[src/hdl/sss_pkg.sv]
// Shared definitions for the suffixient set scan unit.
// Holds the default sizes and configuration reset values; no dependencies.
`timescale 1ns / 1ps
`default_nettype none
package sss_pkg;
    localparam int ALPHABET_DEF      = 32;
    localparam int POSITION_BITS_DEF = 40;
    localparam int CFG_ADDR_BITS     = 4;
    localparam int CFG_DATA_BITS     = 64;
    localparam logic [5:0] ALPHABET_RESET = 6'd32;
    localparam logic [0:0] REG_ALPHABET = 1'b0;
    localparam logic [0:0] REG_TEXT_LEN = 1'b1;
endpackage
`default_nettype wire

[src/hdl/sss_table.sv]
// Per-symbol candidate table: one synchronous memory with a registered read.
// Entries not written since reset read as the reset word. Uses sss_pkg.
`timescale 1ns / 1ps
`default_nettype none
module sss_table #(
    parameter int DEPTH = sss_pkg::ALPHABET_DEF,
    parameter int AW    = 5,
    parameter int W     = 8,
    parameter logic [W-1:0] RESET_WORD = '0
) (
    input  wire logic          i_clk,
    input  wire logic          i_rst_n,
    input  wire logic          i_rd_en,
    input  wire logic [AW-1:0] i_rd_addr,
    output logic      [W-1:0]  o_rd_data,
    input  wire logic          i_wr_en,
    input  wire logic [AW-1:0] i_wr_addr,
    input  wire logic [W-1:0]  i_wr_data
);
    import sss_pkg::*;

    logic [W-1:0]     r_mem [DEPTH];
    logic [DEPTH-1:0] r_valid;
    logic [W-1:0]     r_rd;

    always_ff @(posedge i_clk) begin
        if (i_wr_en) begin
            r_mem[i_wr_addr] <= i_wr_data;
        end
        if (i_rd_en) begin
            r_rd <= r_valid[i_rd_addr] ? r_mem[i_rd_addr] : RESET_WORD;
        end
    end

    always_ff @(posedge i_clk) begin
        if (!i_rst_n) begin
            r_valid <= '0;
        end else if (i_wr_en) begin
            r_valid[i_wr_addr] <= 1'b1;
        end
    end

    assign o_rd_data = r_rd;
endmodule
`default_nettype wire

[config.mk]
export PLATFORM = sky130hd
export DESIGN_NAME = sss_table
export DESIGN_NICKNAME = d
export VERILOG_FILES = /design/src/hdl/sss_pkg.sv /design/src/hdl/sss_table.sv
export SDC_FILE = /design/constraint.sdc
export NUM_CORES = 1
export LEC_CHECK = 0
export CAP_MARGIN = 20
export CORE_ASPECT_RATIO = 1.2
export CORE_MARGIN = 1
export CORE_UTILIZATION = 40
export CTS_BUF_LIST = sky130_fd_sc_hd__clkbuf_8
export DETAILED_ROUTE_END_ITERATION = 6
export DONT_BUFFER_PORTS = 1
export PLACE_DENSITY = 0.5
export REMOVE_ABC_BUFFERS = 1
export SYNTH_ARGS = -nofsm -noshare
export SYNTH_HDL_FRONTEND = slang
export SYNTH_SLANG_ARGS = --single-unit
[constraint.sdc]
create_clock -name i_clk -period 2.8 [get_ports i_clk]
set_clock_uncertainty 0.15 [all_clocks]
set_input_delay 0 -clock i_clk [delete_from_list [all_inputs] [get_ports i_clk]]
set_output_delay 0 -clock i_clk [all_outputs]
set_load 0.02 [all_outputs]
==> results.md <==
Timing:
- The setup TNS is 0 ns.
- The final count of hold timing violations was 0.
- At the pin with the least slew margin, the transition time is 1.040 ns.
- Setup repair after global routing left no endpoint under its margin.
- The max-slew violation total from the final report came to 0.
- In this run the tightest slew margin relative to its limit is 30.43%.
- In the finished design, the share of the clock period the worst path needs comes to 94.10%.
- Setup violations remaining at the end of the flow were counted as 0.
- The final critical-path required period is 2.635 ns.
- The maximum operating frequency is 379.5 MHz.
- Across all setup checks in the final design, the least slack found is 0.1653 ns.

Placement:
- Once placement completed, the tool counted placed cells totaling 984.
- Before CTS, the worst setup slack after placement is 0.7990 ns.
- Summed over all nets, the half-perimeter wirelength after detailed placement is 16660 um.
- The number of port buffers is 0.
- The global placer's final weighted congestion is 0.8267.

Floorplanning:
- The floorplan step defined a die boundary enclosing 29730 um^2.
- The vertical die dimension is 188.7 um.
- During I/O placement, the number of pins put on the boundary was 30.
- For this configuration, the core starts out at a cell density of 41.12%.
- The width of the chip is 157.6 um.
- The floorplan step defined a core boundary enclosing 28250 um^2.
- In this run the core area contains 67 standard-cell rows.

Logic synthesis:
- The average instance area after synthesis is 18.89 um^2.
- After synthesis, the share of cell area in mux cells is 13.38%.
- Synthesis inferred 296 register bits.
- The xor and xnor fraction of the mapped netlist area is 0%.
- The largest area contributor in the netlist is edfxtp_1.
- The main combinational cell family by area after synthesis is multiplexers.
- The fraction of the mapped netlist area in adder cells is 0%.
- Ranked by total cell area, the synthesized netlist is headed by edfxtp_1 68%, mux4_2 6.8%, mux2i_1 5.9%.
- Summing the sequential cell areas from Yosys gives 73.76% of the chip area.
- The count of synthesis-stage warnings from yosys is 0.
- Counting distinct cell types in the post-synthesis netlist gives 36.
- The cell area after synthesis is 11620 um^2.
- After technology mapping, the gate count stands at 615.
- After Yosys synthesis, and, or, nand and nor cells account for 2.930% of the synthesized area.
- The fraction of post-synthesis cell area in the top cell type by area is 68.25%.
- The post-synthesis compound-gate area fraction is 7.604%.

Critical path:
- The critical setup path kind is in -> reg.
- The dominant cell type by count on the critical path is dlygate4sd3_1.
- The worst path buffer plus inverter count is 2.
- The highest-delay cell along the critical path is dlygate4sd3_1.
- The signal on the critical path passes through dlygate4sd3_1, mux4_2, a22oi_1, dlygate4sd3_1, nand3_1, o211a_1.
- Among cell families on the critical path, the largest total delay comes from buffers and inverters.
- In this run the worst path has a maximum fanout of 98.
- Data arrives at the worst endpoint at 2.80 ns.
- In this design, the stage delay of the slowest critical-path cell is 1.06 ns.
- The element type at the critical path end is a flop.
- The launching element type of the critical path is an input pin.
- The required time reported for the critical path endpoint is 2.96 ns.

Clocking:
- The insertion delay of the later-clocked pin in the worst-skew pair is 0.56 ns.
- The clock tree buffer depth is 3.
- The number of setup buffers added after CTS is 0.
- Clock-pin slew was measured on the worst setup and hold paths at 0.06 ns.
- The H-tree depth reported by CTS is 2.
- The number of clock sinks is 296.
- The clock tree from TritonCTS is done.
- In this run the clock root is driven by a clkbuf_8.
- The clock buffer count from CTS is 46.

Drt:
- Dividing the detail-routed via count by the number of cells gives 5.464.
- The first TritonRoute pass finished after 6 iterations.
- For this block, the initial DRC count from the detailed router was 518.
- The final layout contains routed wiring with a total length of 27300 um.
- The post-detailed-route count of antenna-violating nets is 0.
- Summing over every cut layer, the via total after detailed routing is 6081.
- In the final routed layout, each cell accounts on average for 24.53 um.
- For this run, design rule violations remaining after detail routing come to 0.

Final layout:
- The final cell count without fillers is 1113.
- The layout overhead on the synthesized area is 15.50%.
- The multi-input logic area is 2784 um^2.
- The count of antenna diodes in the layout is 0.
- At the end of the flow, the number of nets in the layout was 720.
- The utilization of the core after routing is 47.49%.
- Fill cells in the final layout number 2419.
- The most common cell after layout, fill and taps aside is edfxtp_1.
- Leaving out fill and tap cells, the most frequent cells in the layout are 264 x edfxtp_1, 69 x mux2i_1, 53 x clkbuf_8.
- The post-route netlist has 18.26% of its cells at a drive strength greater than 1.
- The sequential cells in the finished layout cover a total of 8568 um^2.

Run status:
- The run finished with clean final reports.

GRT:
- The via count of the first global-routing pass is 6283.
- Summed over all layers, the global routing overflow is 0.
- The total global-route track usage is 19.26%.
- Entering global routing, the biggest net connects 99 pins.
- The first global-routing pass estimated 40920 um of wire.
- The number of antenna violations at the first check in global routing came to 0.

Power and ir drop:
- The maximum vdd ir drop is 0.3572 mV.
- The total power draw is 8.705 mW.
- For this design the ratio of total power to cell area is 648.8 nW/um^2.
- The internal power contribution is 6.794 mW.
- The relative contribution of the clock network to total power is 38.3%.
- The share of total power consumed by net switching is 21.95%.
- The reported leakage power is 4.582 nW.
- The share of total power in sequential cells is 56.3%.
- The switching power summed over all nets is 1.911 mW.
- In this run, the combinational gates consume 5.4% of the power.

Hold path:
- The tightest min-delay check is of the in -> reg type.

Job:
- Max-cap violations in this run came to 0.
-- layer usage --
metal / routed length, um / track usage (%) / vias to the layer above / share of wire, %
met5: 0 / 0 / - / 0
met4: 719 / 6.609 / 0 / 2.6
met3: 1241 / 3.059 / 40 / 4.5
met2: 13320 / 30.87 / 189 / 49
met1: 12020 / 26.66 / 3138 / 44
li1: - / - / 2714 / -
-- logic make-up (layout without fill, tap and decap cells) --
group,count (synthesis),in the layout
mux,108,108
buf+inv,37,156
flops,296,296
simple gates,66,66
compound gates,108,108
-- tightest hold or removal path, cell delays in order --
cell and delay (ns):
nand3b_1 0.39, nor2_1 0.13, o21a_1 0.17
-- state kept, by name (all words and copies together) (netlist names) --
signal     flops
r_valid       32
r_mem        256
o_rd_data      8
-- layout make-up --
class,count,area share (%)
Sequential cell,296,63.86
Multi-Input combinational cell,282,20.75
Tap cell,379,3.534
Clock buffer,53,5.437
Timing Repair Buffer,70,5.428
Clock inverter,31,0.9326
Inverter,2,0.05595
-- Yosys cell counts --
cell type,n
a221oi_1,32
a22oi_1,8
a311oi_1,2
a31oi_2,1
and2_1,1
and3_1,1
buf_1,2
buf_12,4
buf_2,5
buf_4,1
buf_6,6
buf_8,1
clkbuf_1,16
clkinv_1,1
dfxtp_1,32
edfxtp_1,264
inv_1,1
mux2_2,2
mux2i_1,69
mux4_1,2
mux4_2,35
nand2_1,2
nand3_1,11
nand3_2,1
nand3b_1,6
nand4_1,1
nand4_4,1
nor2_1,35
nor2b_1,2
o211a_1,8
o211ai_2,1
o21a_1,40
o21ai_0,8
o32a_1,8
or3_1,2
or3b_1,3
-- metrics by stage --
step | area [um^2] | hold WS, ns
floorplan | 11350 | -0.05113
global placement | 12020 | -0.04889
detailed placement | 12020 | -0.04936
CTS | 13410 | 0.001160
global route | 13420 | -0.01973
finish | 13420 | 0.04142
-- what timing repair did --
item / 4_1_cts / 5_1_grt
gates resized for setup: 0 / 1
endpoints found under the hold margin: 560 / 0
hold buffers: 45 / 0
setup endpoints to repair: 0 / 1
-- power groups by stage --
stage               clock, mW  sequential [mW]  combinational, mW
finish                   3.33             4.90              0.472
global route             3.60             4.90              0.502
CTS                      3.43             4.90              0.475
detailed placement          0             4.99              0.301
global placement            0             4.99              0.300
floorplan                   0             4.98              0.212
-- final timing paths --
check	startpoint	endpoint	slack, ns	cells after the start
worst max-delay path	i_rd_addr[0]	o_rd_data[5]	0.17	6
worst min register to register	r_valid[5]	r_valid[5]	0.31	1
worst min-delay path	i_wr_en	r_valid[1]	0.04	3
worst max register to register	r_mem[30][4]	o_rd_data[4]	0.17	7
Note: power is estimated with default switching activity, not from simulation.
